==> config.mk <==
export PLATFORM = sky130hd
export DESIGN_NAME = conveyor_object_tracker
export DESIGN_NICKNAME = d
export VERILOG_FILES = /design/src/sv/cot_pkg.sv /design/src/sv/cot_ctrl.sv /design/src/sv/cot_dp.sv /design/src/sv/conveyor_object_tracker.sv
export VERILOG_INCLUDE_DIRS = /design/src /design/src/sv
export SDC_FILE = /design/constraint.sdc
export NUM_CORES = 2
export LEC_CHECK = 0
export ABC_CLOCK_PERIOD_IN_PS = 9200
export BUFFER_PORTS_ARGS = -buffer_cell sky130_fd_sc_hd__clkbuf_2
export CORE_MARGIN = 3
export CORE_UTILIZATION = 34
export CTS_CLUSTER_SIZE = 20
export DETAILED_ROUTE_END_ITERATION = 8
export PLACE_DENSITY = 0.59
export SLEW_MARGIN = 5
export SYNTH_ARGS = -nofsm -noshare
export SYNTH_HDL_FRONTEND = slang
export SYNTH_SLANG_ARGS = --single-unit
==> constraint.sdc <==
create_clock -name i_clk -period 9.2 [get_ports i_clk]
set_input_delay 0 -clock i_clk [delete_from_list [all_inputs] [get_ports i_clk]]
set_output_delay 0 -clock i_clk [all_outputs]
set_load 0.005 [all_outputs]
==> src/sv/conveyor_object_tracker_macros.svh <==
// ----------------------------------------------------------------------------
// conveyor object tracker assertion macros
// shared concurrent assertion forms for the tracker
// ----------------------------------------------------------------------------
`ifndef CONVEYOR_OBJECT_TRACKER_MACROS_SVH
`define CONVEYOR_OBJECT_TRACKER_MACROS_SVH

// same-cycle implication
`define COT_ASSERT_IMPL(lbl, clk, rst_n, ante, cons) \
    lbl: assert property (@(posedge clk) disable iff (!(rst_n)) (ante) |-> (cons)) \
        else $error("tracker assertion failed");

// next-cycle implication
`define COT_ASSERT_NEXT(lbl, clk, rst_n, ante, cons) \
    lbl: assert property (@(posedge clk) disable iff (!(rst_n)) (ante) |=> (cons)) \
        else $error("tracker assertion failed");

`endif

==> src/sv/cot_pkg.sv <==
// ----------------------------------------------------------------------------
// cot_pkg
// types, constants and the sensor debounce function of the tracker
// ----------------------------------------------------------------------------
package cot_pkg;

    localparam int QUEUE_DEPTH_DEF = 16;

    localparam int DIST_W = 12;
    localparam int TIME_W = 32;
    localparam int POS_W  = 8;
    localparam int CNT_W  = 4;
    localparam int CFG_IW = 3;
    localparam int CFG_DW = 16;

    localparam logic [CNT_W-1:0]  COUNT_MAX = 4'd15;
    localparam logic [DIST_W:0]   POS_LIMIT = 13'd200;
    localparam logic [DIST_W-1:0] LOWEST_RST = 12'hFFF;

    localparam logic [CFG_IW-1:0] REG_NO_OBJECT_CUTOFF = 3'd0;
    localparam logic [CFG_IW-1:0] REG_CONVEYOR_OFFSET  = 3'd1;
    localparam logic [CFG_IW-1:0] REG_NEAR_DELAY       = 3'd2;
    localparam logic [CFG_IW-1:0] REG_FAR_DELAY        = 3'd3;
    localparam logic [CFG_IW-1:0] REG_GRACE_TIME       = 3'd4;
    localparam logic [CFG_IW-1:0] REG_CHANGE_CUTOFF    = 3'd5;

    typedef enum logic [3:0] {
        S_IDLE,
        S_SENSE0,
        S_SCAN_RD,
        S_SCAN_CMP,
        S_RETIME,
        S_SENSE1,
        S_POP_RD,
        S_POP_CMP,
        S_DONE
    } t_state;

    typedef struct packed {
        logic              seeing;
        logic [CNT_W-1:0]  count;
        logic              reported;
        logic [DIST_W-1:0] lowest;
        logic [TIME_W-1:0] ltime;
    } t_sensor;

    typedef struct packed {
        t_sensor nxt;
        logic    report;
    } t_sense_res;

    typedef struct packed {
        logic latch;
        logic sense0;
        logic scan_rd;
        logic scan_cmp;
        logic retime_wr;
        logic sense1;
        logic pop;
        logic out_load;
    } t_cmd;

    typedef struct packed {
        logic retime_req;
        logic scan_last;
        logic count_zero;
        logic head_expired;
        logic out_free;
    } t_stat;

    function automatic t_sense_res sensor_step(
        input t_sensor           s,
        input logic [DIST_W-1:0] d,
        input logic [TIME_W-1:0] t,
        input logic [DIST_W-1:0] cutoff,
        input logic [CNT_W-1:0]  chg
    );
        t_sense_res r;
        r.nxt    = s;
        r.report = 1'b0;
        if (s.seeing && (d < s.lowest)) begin
            r.nxt.lowest = d;
            r.nxt.ltime  = t;
            r.nxt.count  = '0;
        end else if (s.seeing || (d < cutoff)) begin
            if (s.count < COUNT_MAX) begin
                r.nxt.count = s.count + 4'd1;
            end
        end else begin
            r.nxt.count = '0;
        end
        if (r.nxt.count > chg) begin
            if (s.seeing) begin
                if (!s.reported) begin
                    r.report       = 1'b1;
                    r.nxt.reported = 1'b1;
                end
                r.nxt.lowest = cutoff;
                if (d > cutoff) begin
                    r.nxt.seeing = 1'b0;
                    r.nxt.count  = '0;
                end
            end else begin
                r.nxt.reported = 1'b0;
                r.nxt.seeing   = 1'b1;
                r.nxt.count    = '0;
            end
        end
        return r;
    endfunction

endpackage

==> src/sv/cot_ctrl.sv <==
// ----------------------------------------------------------------------------
// cot_ctrl
// sequencer: near sensor, retime scan, far sensor, head removal, result
// ----------------------------------------------------------------------------
module cot_ctrl (
    input  logic           i_clk,
    input  logic           i_rst_n,
    input  logic           i_in_valid,
    input  cot_pkg::t_stat i_stat,
    output cot_pkg::t_cmd  o_cmd,
    output logic           o_in_stall
);
    import cot_pkg::*;

    t_state r_state;
    t_state n_state;

    always_ff @(posedge i_clk) begin
        if (!i_rst_n) begin
            r_state <= S_IDLE;
        end else begin
            r_state <= n_state;
        end
    end

    always_comb begin
        n_state = r_state;
        case (r_state)
            S_IDLE: begin
                if (i_in_valid) n_state = S_SENSE0;
            end
            S_SENSE0: begin
                n_state = i_stat.retime_req ? S_SCAN_RD : S_SENSE1;
            end
            S_SCAN_RD: begin
                n_state = S_SCAN_CMP;
            end
            S_SCAN_CMP: begin
                n_state = i_stat.scan_last ? S_RETIME : S_SCAN_RD;
            end
            S_RETIME: begin
                n_state = S_SENSE1;
            end
            S_SENSE1: begin
                n_state = S_POP_RD;
            end
            S_POP_RD: begin
                n_state = i_stat.count_zero ? S_DONE : S_POP_CMP;
            end
            S_POP_CMP: begin
                n_state = i_stat.head_expired ? S_POP_RD : S_DONE;
            end
            S_DONE: begin
                if (i_stat.out_free) n_state = S_IDLE;
            end
            default: begin
                n_state = S_IDLE;
            end
        endcase
    end

    always_comb begin
        o_cmd      = '0;
        o_in_stall = 1'b1;
        case (r_state)
            S_IDLE: begin
                o_in_stall  = 1'b0;
                o_cmd.latch = i_in_valid;
            end
            S_SENSE0:   o_cmd.sense0    = 1'b1;
            S_SCAN_RD:  o_cmd.scan_rd   = 1'b1;
            S_SCAN_CMP: o_cmd.scan_cmp  = 1'b1;
            S_RETIME:   o_cmd.retime_wr = 1'b1;
            S_SENSE1:   o_cmd.sense1    = 1'b1;
            S_POP_RD: begin
            end
            S_POP_CMP:  o_cmd.pop       = i_stat.head_expired;
            S_DONE:     o_cmd.out_load  = i_stat.out_free;
            default: begin
            end
        endcase
    end

endmodule

==> src/sv/cot_dp.sv <==
// ----------------------------------------------------------------------------
// cot_dp
// sensor state, configuration, entry queue memory and result register
// ----------------------------------------------------------------------------
module cot_dp #(
    parameter int QUEUE_DEPTH = cot_pkg::QUEUE_DEPTH_DEF
) (
    input  logic                        i_clk,
    input  logic                        i_rst_n,
    input  cot_pkg::t_cmd               i_cmd,
    output cot_pkg::t_stat              o_stat,
    input  logic                        i_cfg_valid,
    input  logic [cot_pkg::CFG_IW-1:0]  i_cfg_index,
    input  logic [cot_pkg::CFG_DW-1:0]  i_cfg_data,
    input  logic [cot_pkg::DIST_W-1:0]  i_near_distance,
    input  logic [cot_pkg::DIST_W-1:0]  i_far_distance,
    input  logic [cot_pkg::TIME_W-1:0]  i_now_time,
    input  logic                        i_out_stall,
    output logic                        o_out_valid,
    output logic                        o_head_valid,
    output logic [cot_pkg::POS_W-1:0]   o_head_position,
    output logic [cot_pkg::TIME_W-1:0]  o_head_time,
    output logic                        o_overflow
);
    import cot_pkg::*;

    localparam int IW = (QUEUE_DEPTH > 1) ? $clog2(QUEUE_DEPTH) : 1;
    localparam int CW = $clog2(QUEUE_DEPTH + 1);
    localparam logic [IW-1:0] IDX_LAST = IW'(QUEUE_DEPTH - 1);
    localparam logic [CW-1:0] CNT_FULL = CW'(QUEUE_DEPTH);

    // configuration
    logic [DIST_W-1:0] r_cutoff;
    logic [DIST_W-1:0] r_offset;
    logic [15:0]       r_near_delay;
    logic [15:0]       r_far_delay;
    logic [7:0]        r_grace;
    logic [CNT_W-1:0]  r_chg;

    // latched word
    logic [DIST_W-1:0] r_near;
    logic [DIST_W-1:0] r_far;
    logic [TIME_W-1:0] r_now;
    logic              r_dropped;

    t_sensor r_sens0;
    t_sensor r_sens1;
    t_sense_res res0;
    t_sense_res res1;

    // queue control
    logic [IW-1:0]     r_head;
    logic [IW-1:0]     r_tail;
    logic [CW-1:0]     r_count;
    logic [IW-1:0]     r_ptr;
    logic [CW-1:0]     r_k;
    logic [IW-1:0]     r_best;
    logic [TIME_W-1:0] r_best_diff;
    logic              r_found;
    logic [TIME_W-1:0] r_when;

    // memory
    logic [POS_W-1:0]  mem_pos  [QUEUE_DEPTH];
    logic [TIME_W-1:0] mem_time [QUEUE_DEPTH];
    logic [POS_W-1:0]  r_rd_pos;
    logic [TIME_W-1:0] r_rd_time;
    logic [IW-1:0]     rd_addr;

    logic              push_en;
    logic [DIST_W:0]   pos_diff;
    logic [POS_W-1:0]  push_pos;
    logic [TIME_W-1:0] push_time;
    logic [TIME_W-1:0] when0;
    logic [TIME_W-1:0] scan_diff;
    logic [TIME_W:0]   limit;

    logic              r_out_valid;
    logic              r_out_head_valid;
    logic [POS_W-1:0]  r_out_pos;
    logic [TIME_W-1:0] r_out_time;
    logic              r_out_overflow;

    function automatic logic [IW-1:0] idx_inc(input logic [IW-1:0] v);
        return (v == IDX_LAST) ? '0 : v + IW'(1);
    endfunction

    assign res0 = sensor_step(r_sens0, r_near, r_now, r_cutoff, r_chg);
    assign res1 = sensor_step(r_sens1, r_far, r_now, r_cutoff, r_chg);

    assign when0     = r_sens0.ltime + {16'b0, r_near_delay};
    assign push_time = r_sens1.ltime + {16'b0, r_far_delay};
    assign pos_diff  = {1'b0, r_sens1.lowest} - {1'b0, r_offset};
    assign push_pos  = (pos_diff[DIST_W] || (pos_diff > POS_LIMIT)) ? '0 : pos_diff[POS_W-1:0];
    assign push_en   = i_cmd.sense1 && res1.report && (r_count != CNT_FULL);
    assign scan_diff = (r_rd_time >= r_when) ? (r_rd_time - r_when) : (r_when - r_rd_time);
    assign limit     = {1'b0, r_now} + {25'b0, r_grace};
    assign rd_addr   = i_cmd.scan_rd ? r_ptr : r_head;

    assign o_stat.retime_req   = res0.report && (r_count != '0);
    assign o_stat.scan_last    = (r_k == (r_count - CW'(1)));
    assign o_stat.count_zero   = (r_count == '0);
    assign o_stat.head_expired = ({1'b0, r_rd_time} <= limit);
    assign o_stat.out_free     = !r_out_valid || !i_out_stall;

    always_ff @(posedge i_clk) begin
        if (!i_rst_n) begin
            r_cutoff     <= 12'd2000;
            r_offset     <= '0;
            r_near_delay <= '0;
            r_far_delay  <= '0;
            r_grace      <= 8'd10;
            r_chg        <= 4'd10;
        end else if (i_cfg_valid) begin
            case (i_cfg_index)
                REG_NO_OBJECT_CUTOFF: r_cutoff     <= i_cfg_data[DIST_W-1:0];
                REG_CONVEYOR_OFFSET:  r_offset     <= i_cfg_data[DIST_W-1:0];
                REG_NEAR_DELAY:       r_near_delay <= i_cfg_data;
                REG_FAR_DELAY:        r_far_delay  <= i_cfg_data;
                REG_GRACE_TIME:       r_grace      <= i_cfg_data[7:0];
                REG_CHANGE_CUTOFF:    r_chg        <= i_cfg_data[CNT_W-1:0];
                default: begin
                end
            endcase
        end
    end

    always_ff @(posedge i_clk) begin
        if (i_cmd.latch) begin
            r_near <= i_near_distance;
            r_far  <= i_far_distance;
            r_now  <= i_now_time;
        end
        if (i_cmd.sense0) begin
            r_when <= when0;
            r_ptr  <= r_head;
        end else if (i_cmd.scan_cmp) begin
            r_ptr <= idx_inc(r_ptr);
        end
        if (i_cmd.scan_cmp && (!r_found || (scan_diff < r_best_diff))) begin
            r_best      <= r_ptr;
            r_best_diff <= scan_diff;
        end
    end

    always_ff @(posedge i_clk) begin
        if (!i_rst_n) begin
            r_sens0   <= '{1'b0, '0, 1'b0, LOWEST_RST, '0};
            r_sens1   <= '{1'b0, '0, 1'b0, LOWEST_RST, '0};
            r_head    <= '0;
            r_tail    <= '0;
            r_count   <= '0;
            r_k       <= '0;
            r_found   <= 1'b0;
            r_dropped <= 1'b0;
        end else begin
            if (i_cmd.latch) r_dropped <= 1'b0;
            if (i_cmd.sense0) begin
                r_sens0 <= res0.nxt;
                r_k     <= '0;
                r_found <= 1'b0;
            end
            if (i_cmd.scan_cmp) begin
                r_k     <= r_k + CW'(1);
                r_found <= 1'b1;
            end
            if (i_cmd.sense1) begin
                r_sens1 <= res1.nxt;
                if (res1.report && (r_count == CNT_FULL)) r_dropped <= 1'b1;
            end
            if (push_en) begin
                r_tail  <= idx_inc(r_tail);
                r_count <= r_count + CW'(1);
            end else if (i_cmd.pop) begin
                r_head  <= idx_inc(r_head);
                r_count <= r_count - CW'(1);
            end
        end
    end

    always_ff @(posedge i_clk) begin
        if (push_en) begin
            mem_pos[r_tail]  <= push_pos;
            mem_time[r_tail] <= push_time;
        end else if (i_cmd.retime_wr) begin
            mem_time[r_best] <= r_when;
        end
        r_rd_pos  <= mem_pos[rd_addr];
        r_rd_time <= mem_time[rd_addr];
    end

    always_ff @(posedge i_clk) begin
        if (!i_rst_n) begin
            r_out_valid <= 1'b0;
        end else if (i_cmd.out_load) begin
            r_out_valid <= 1'b1;
        end else if (!i_out_stall) begin
            r_out_valid <= 1'b0;
        end
    end

    always_ff @(posedge i_clk) begin
        if (i_cmd.out_load) begin
            r_out_head_valid <= (r_count != '0);
            r_out_pos        <= (r_count != '0) ? r_rd_pos : '0;
            r_out_time       <= (r_count != '0) ? r_rd_time : '0;
            r_out_overflow   <= r_dropped;
        end
    end

    assign o_out_valid     = r_out_valid;
    assign o_head_valid    = r_out_head_valid;
    assign o_head_position = r_out_pos;
    assign o_head_time     = r_out_time;
    assign o_overflow      = r_out_overflow;

endmodule

==> src/sv/conveyor_object_tracker.sv <==
// sequence: an accepted word passes the near sensor step, then, when the near sensor
//   reports into a non-empty queue, a scan for the nearest entry and its retime, then the
//   far sensor step, removal of expired head entries and the registered result load
// input is stalled from accept until the result is loaded, so no new word is taken meanwhile
// reset: synchronous active-low, clears sensors, queue pointers and registers to defaults;
//   queue memory contents are not cleared
// ----------------------------------------------------------------------------
// conveyor_object_tracker
// debounced two-sensor object tracker with a timed position queue
// ----------------------------------------------------------------------------
`include "conveyor_object_tracker_macros.svh"

module conveyor_object_tracker #(
    parameter int QUEUE_DEPTH = cot_pkg::QUEUE_DEPTH_DEF
) (
    input  logic                        i_clk,
    input  logic                        i_rst_n,
    input  logic                        i_cfg_valid,
    output logic                        o_cfg_ready,
    input  logic [cot_pkg::CFG_IW-1:0]  i_cfg_index,
    input  logic [cot_pkg::CFG_DW-1:0]  i_cfg_data,
    input  logic                        i_in_valid,
    output logic                        o_in_stall,
    input  logic [cot_pkg::DIST_W-1:0]  i_near_distance,
    input  logic [cot_pkg::DIST_W-1:0]  i_far_distance,
    input  logic [cot_pkg::TIME_W-1:0]  i_now_time,
    output logic                        o_out_valid,
    input  logic                        i_out_stall,
    output logic                        o_head_valid,
    output logic [cot_pkg::POS_W-1:0]   o_head_position,
    output logic [cot_pkg::TIME_W-1:0]  o_head_time,
    output logic                        o_overflow
);
    import cot_pkg::*;

    t_cmd  cmd;
    t_stat stat;

    assign o_cfg_ready = 1'b1;

    cot_ctrl u_ctrl (
        .i_clk      (i_clk),
        .i_rst_n    (i_rst_n),
        .i_in_valid (i_in_valid),
        .i_stat     (stat),
        .o_cmd      (cmd),
        .o_in_stall (o_in_stall)
    );

    cot_dp #(
        .QUEUE_DEPTH (QUEUE_DEPTH)
    ) u_dp (
        .i_clk           (i_clk),
        .i_rst_n         (i_rst_n),
        .i_cmd           (cmd),
        .o_stat          (stat),
        .i_cfg_valid     (i_cfg_valid),
        .i_cfg_index     (i_cfg_index),
        .i_cfg_data      (i_cfg_data),
        .i_near_distance (i_near_distance),
        .i_far_distance  (i_far_distance),
        .i_now_time      (i_now_time),
        .i_out_stall     (i_out_stall),
        .o_out_valid     (o_out_valid),
        .o_head_valid    (o_head_valid),
        .o_head_position (o_head_position),
        .o_head_time     (o_head_time),
        .o_overflow      (o_overflow)
    );

    `COT_ASSERT_NEXT(a_busy_after_accept, i_clk, i_rst_n, i_in_valid && !o_in_stall, o_in_stall)
    `COT_ASSERT_IMPL(a_empty_head_zero, i_clk, i_rst_n, o_out_valid && !o_head_valid, (o_head_position == '0) && (o_head_time == '0))
    `COT_ASSERT_IMPL(a_position_range, i_clk, i_rst_n, o_out_valid, o_head_position <= POS_W'(200))

endmodule

Word level (Yosys, flattened, before mapping)
Memory sizes are Yosys's and may differ from the RTL's. A register that Yosys moved wholly into a read port is not among the register bits.
Cells that the tools add are included.
- logic and storage cells: 187
- register bits after elaboration: 363
- bits in writable memories: 640
- output and inout port bits: 45
- memories: 2
- bitwise gates (word level): 1
- magnitude comparators: 14
- reductions and logical operators: 34
- muxes and demuxes: 65
- add/sub/neg operators: 14
- equality and inequality tests: 22
- memory list (name ; depth ; width ; rd ports ; clocked after memory_dff ; wr ports ; line ; RTL):
    u_dp.mem_time ; 16 ; 32 ; 1 ; 1 ; 1 ; cot_dp.sv:64 ; logic [TIME_W-1:0] mem_time [QUEUE_DEPTH];
    u_dp.mem_pos ; 16 ; 8 ; 1 ; 1 ; 1 ; cot_dp.sv:63 ; logic [POS_W-1:0] mem_pos [QUEUE_DEPTH];
- operators with widths (cell ; number):
    44-bit 2-to-1 mux ; 2
    4-bit 2-to-1 mux ; 17
    32-bit by 16-bit adder with 32-bit output ; 2
    32-bit 2-to-1 mux ; 2
    32-bit subtractor ; 2
    12-bit less-than comparator ; 4
    4-bit case mux with 9 select lines ; 1
    17-bit 2-to-1 mux ; 2
    32-bit by 8-bit adder with 33-bit output ; 1
    32-bit by 33-bit <= comparator with 1-bit output ; 1
    32-bit greater-or-equal comparator ; 1
    32-bit less-than comparator ; 1
    32-bit OR reduction ; 1
    5-bit 2-to-1 mux ; 6
    1-bit 2-to-1 mux ; 28
    12-bit greater-than comparator ; 2
    12-bit 2-to-1 mux ; 2
    2-bit AND reduction ; 12
    4-bit by 1-bit adder with 4-bit output (second input constant) ; 5
    4-bit by 3-bit equality test with 1-bit output (second input constant) ; 4
    4-bit equality test (second input constant) ; 4
    13-bit by 8-bit greater-than comparator with 1-bit output (second input constant) ; 1
    12-bit by 12-bit subtractor with 13-bit output ; 1
    6-bit 2-to-1 mux ; 2
    25 further kinds ; 46

Depth between registers and ports, before layout
- depth after elaboration: 12
- depth in mapped cells: 24

Hierarchy
Synthesis repeated with hierarchy kept, for this count alone.
- cells, all modules: 3751
- area total of the unflattened synthesis: 48815.6 um2
- modules (own cells, without submodules) (module ; area each (um2) ; times used ; cells each):
    cot_dp ; 48465.2 ; 1 ; 3702
    cot_ctrl ; 339.1 ; 1 ; 47
    conveyor_object_tracker ; 11.3 ; 1 ; 2

Worst setup path before layout
Ideal clock, no wire load.
- kind: reg2reg
- from: register u_dp.r_rd_time[0], read port of u_dp.mem_time
- to: register u_dp.r_best[0] (enable)
- setup slack: 2.477 ns
- stages on the path, launching flop included: 25
- required time: 8.749 ns
- data arrival time: 6.272 ns
- buffers on the path: 2
- path through: dfxtp_1 > inv_1 > ha_1 > inv_1 > fa_1 > a21o_1 > o21ai_1 > a31oi_1 > a311oi_2 > o211ai_2 > buf_2 > buf_4 > o311ai_0 > o21ai_1 > xnor2_1 > ha_1 > a21o_1 > a21o_1 > a21o_1 > a21o_1 > a21o_1 > a21oi_1 > nor2b_1 > or4_1 > a31oi_1
- cells in the longest elaborated chain, start to end: 5
- elaborated cells between the ends (all ways): 7
- RTL lines (what ; line ; RTL):
    start: declaration ; cot_dp.sv:66 ; logic [TIME_W-1:0] r_rd_time;
    32-bit subtractor or 32-bit greater-or-equal comparator (tied branches) ; cot_dp.sv:95 ; assign scan_diff = (r_rd_time >= r_when) ? (r_rd_time - r_when) : (r_when - r_rd_time);
    32-bit 2-to-1 mux (*) ; cot_dp.sv:95 ;
    via u_dp.scan_diff[17] ; cot_dp.sv:74 ; logic [TIME_W-1:0] scan_diff;
    32-bit less-than comparator (*) ; cot_dp.sv:139 ; if (i_cmd.scan_cmp && (!r_found || (scan_diff < r_best_diff))) begin
    1-bit logical OR (*) ; cot_dp.sv:139 ;
    1-bit logical AND (*) ; cot_dp.sv:139 ;
    end signal: assignment ; cot_dp.sv:140 ; r_best <= r_ptr;
    end: declaration ; cot_dp.sv:57 ; logic [IW-1:0] r_best;
Mark *: on every way through the listed nets, which the timed path passes. The rest lies on a longest branch.
A chain may end at the register's enable or synchronous reset.

Worst setup path after layout
- from: register u_dp.r_when[22]
- to: register u_dp.r_best_diff[27] (enable)
- cells in the longest elaborated chain, start to end: 5
- elaborated cells between the ends (all ways): 7
- RTL lines (what ; line ; RTL):
    start: declaration ; cot_dp.sv:60 ; logic [TIME_W-1:0] r_when;
    start signal: assignment ; cot_dp.sv:134 ; r_when <= when0;
    32-bit greater-or-equal comparator ; cot_dp.sv:95 ;
    32-bit 2-to-1 mux ; cot_dp.sv:95 ;
    via u_dp.scan_diff[16] ; cot_dp.sv:74 ;
    32-bit less-than comparator ; cot_dp.sv:139 ;
    1-bit logical OR ; cot_dp.sv:139 ;
    1-bit logical AND ; cot_dp.sv:139 ;
    end signal: assignment ; cot_dp.sv:141 ; r_best_diff <= scan_diff;
    end: declaration ; cot_dp.sv:58 ; logic [TIME_W-1:0] r_best_diff;
The timed path passes the listed nets, and every way through them passes these cells.

==> results.toml <==
[status]
outcome = "finished, final reports clean"

[floorplan]
num_io_pins = 125
die_w_um = 382
fp-row-count = 137
coreArea_um2 = 140000
dieArea_um2 = 146000
start_util_pct = 34.4
die_h_um = 382

[drt]
wire_per_inst_um = 21.6
antenna_left = 0
vias_per_cell = 5.21
firstDrtPassIters = 6
vias = 31100
drt_wl_total_mm = 129
drc_errors = 0
drt-initial-drc-count = 2545

[placement]
placedCellCount = 5652
portBuffers = 123
placed_area_um2 = 51200
dp_hpwl_mm = 87.4
routabilityCongestion = 0.882

[layout]
fin_util_pct = 40.0
syn2layout_area_growth_pct = 16.3
final_cell_area_um2 = 55900
final_layout_size_suffix_gt1_share_pct = 13.9
final_common_cell = "edfxtp_1"
fill_cells = 13100
fin_cells = 5980
final_nets = 4347
mostFrequentLayoutCells = "edfxtp_1, nand2_1, a21oi_1"

[timing]
slew_headroom_pct = 18.6
fin_skew_ps = 28.5
final_max_slew_viol_count = 0
setup-tns-final_ps = 0
hold_viol = 0
rsz0062_at_grt = "false"
finalSetupViolCount = 0
worst_slew_pin_slew_ps = 1210
fmax_ghz = 0.140
fin_crit_ps = 7150
final.period_utilization_pct = 77.7

[worst_hold_path]
whs_endpoint = "u_dp.r_now[13]$_DFFE_PP_"
whs_path_depth = 2
hold_path_class = "primary input to register"
hold_path.startpoint = "i_now_time[13]"

[setup_path]
end_kind = "register"
path_cells = "ha_1, nand4_1, or3_1, nor3_1, nand2_1, o211ai_4, buf_4, mux2_2, a21oi_1, xnor2_1, ha_1, a21o_1, a21o_1, a21o_1, a21o_1, a21o_1, a21oi_1, nor2b_1, or4_1, a31oi_4, buf_4"
critPathMostFrequentCell = "a21o_1"
cp.arrival_ps = 7500
max_stage_delay_ps = 700
timing.rr.start = "u_dp.r_when[22]$_DFFE_PP_"
startpoint_type = "register"
ff2ff_path_depth = 21
r2r-end = "u_dp.r_best_diff[27]$_DFFE_PP_"
crit_fanout = 26
reg2reg_slack_ps = 2050
criticalPathCategory = "register to register"
cp_slowest_cell = "a31oi_4"
crit_required_ps = 9550

[synth]
synthMuxAreaShare_pct = 8.21
synth.top_cells.by_area = "edfxtp_1, dfxtp_1, mux4_2, ha_1, nand2_1"
synthDistinctLibCells = 78
yosysWarnings = 0
postSynthCellCount = 3744
ys.flop_type = "edfxtp_1"
synth_fp_nets = 4073
synth_top_area_share_pct = 50.6
synth_edf_count = 810
synth_compound_area_share_pct = 9.88
synth_fa_ha_area_share_pct = 6.57
synth-async-reset-ratio_pct = 0
ys_seq_area_share_pct = 60.3
synth_xor_area_share_pct = 2.46
ys_ff_latch = 1043
synth_top_family_by_area = "compound AO/OA/AOI/OAI gates"
yosys.area.top_type = "edfxtp_1"
synth-simple-area-share_pct = 9.60
syn-cell-area_um2 = 48100
avgSynthCellArea_um2 = 12.8

[clock_tree]
clkSinkCount = 1043
clock-root-buffer = "clkbuf_16"
cts_tree = "done"
clk-insertion-delay-late_ps = 700
clkTransAtPathRegs_ps = 60
cts_setup_buffers = 0
cts_buffer_depth = 3
cts_buffers = 108
htree_levels = 3

[global_routing]
grt_overflow = 0
first_global_vias = 31100
grt_max_degree = 121
grt_pass1_wl_mm = 195
track_usage_pct = 17.5
antenna_found_initial = 5

[power_and_ir_drop]
p_leak_nw = 21.0
p_per_area_nw_per_um2 = 194
ir_drop_mv = 0.135

[run]
drv_cap = 0
[cell families after synthesis]
family	count (synthesis)
muxes	193
buffers and inverters	365
xor gates and xnor gates	135
and+or+nand+nor	998
other	1
AOI/OAI and AO/OA	760
adders and majority gates	249
DFF	1043
[report_power, final]
group / leakage (nW) / internal (mW) / switching (mW)
registers: 9.92 / 5.24 / 0.111
clock network: 1.64 / 2.42 / 1.83
logic: 9.39 / 0.472 / 0.794
[worst max path at each step]
| stage | endpoint | start | slack, ps | cells after the start |
|---|---|---|---|---|
| after global placement | u_dp.r_best_diff[27]$_DFFE_PP_ | u_dp.r_rd_time[20]$_DFF_P_ | 2130 | 22 |
| after CTS | u_dp.r_best_diff[27]$_DFFE_PP_ | u_dp.r_when[22]$_DFFE_PP_ | 2060 | 21 |
| after floorplan | u_dp.r_best[0]$_DFFE_PP_ | u_dp.r_rd_time[0]$_DFF_P_ | 2480 | 24 |
| after detailed placement | u_dp.r_best_diff[27]$_DFFE_PP_ | u_dp.r_rd_time[20]$_DFF_P_ | 2090 | 22 |
| final | u_dp.r_best_diff[27]$_DFFE_PP_ | u_dp.r_when[22]$_DFFE_PP_ | 2050 | 21 |
| after global routing | u_dp.r_best_diff[27]$_DFFE_PP_ | u_dp.r_rd_time[20]$_DFF_P_ | 1630 | 22 |
[synthesized netlist by cell type (26+ instances only)]
cell and instances:
edfxtp_1 810, nand2_1 430, a21oi_1 254, ha_1 243, dfxtp_1 233, inv_1 201
nor2_1 172, mux4_2 160, o21ai_0 139, clkbuf_1 117, nand3_1 94, xnor2_1 76
and2_1 74, a31oi_1 63, a211oi_1 59, xor2_1 59, a21o_1 51, nor3_1 51
nor2b_1 43, nand4_1 36, o21a_1 32, buf_2 26, nand2b_1 26
[worst max-delay path: cells and delay by family, from the launching register on]
kind | cells | cell delay (ps)
buf+inv | 2 | 840
compound gates | 9 | 2510
simple gates | 6 | 1770
xor+xnor | 1 | 120
flops | 1 | 430
mux | 1 | 410
fa+ha+maj | 2 | 700
[sequential cells by signal (all words and copies together), names as in the netlist, 8 cells and up]
| register | cells |
|---|---|
| u_dp.r_far | 12 |
| u_dp.r_rd_time | 32 |
| u_dp.r_offset | 12 |
| u_dp.o_head_position | 8 |
| u_dp.r_near | 12 |
| u_dp.mem_time | 512 |
| u_dp.r_best_diff | 32 |
| u_dp.r_grace | 8 |
| u_dp.r_sens0 | 50 |
| u_dp.r_near_delay | 16 |
| u_dp.r_now | 32 |
| u_dp.r_cutoff | 12 |
| u_dp.mem_pos | 128 |
| u_dp.r_rd_pos | 8 |
| u_dp.r_sens1 | 50 |
| u_dp.r_far_delay | 16 |
| u_dp.r_when | 32 |
| u_dp.o_head_time | 32 |
[per-stage QoR]
step	hold slack [ps]	setup WS [ps]	total power, mW
floorplan	98.9	2480	6.22
global placement	178	2130	6.65
detailed placement	179	2090	6.66
CTS	1.96	2060	10.9
global route	20.0	1630	11.3
finish	28.4	2050	10.9
[metal layers]
metal / global-route usage (%) / vias to the layer above / wire length, um
li1: - / 14500 / -
met1: 24.0 / 15600 / 57400
met2: 28.8 / 832 / 61800
met3: 2.42 / 181 / 6630
met4: 5.25 / 0 / 3260
met5: 0 / - / 0
[final cells by class]
| cell class | count | area (um^2) | share of cell area (%) |
|---|---|---|---|
| Antenna cell | 3 | 7.51 | 0.0134 |
| Clock buffer | 129 | 2800 | 5.02 |
| Clock inverter | 64 | 586 | 1.05 |
| Inverter | 206 | 776 | 1.39 |
| Multi-Input combinational cell | 2336 | 17900 | 32.0 |
| Sequential cell | 1043 | 29000 | 51.9 |
| Tap cell | 1876 | 2350 | 4.20 |
| Timing Repair Buffer | 323 | 2470 | 4.43 |
[repair_timing]
item	in CTS	in global routing
endpoints found under the hold margin	160	0
resized for setup	0	0
hold buffers	132	0
No activity file was read; power rests on OpenSTA's default activity.
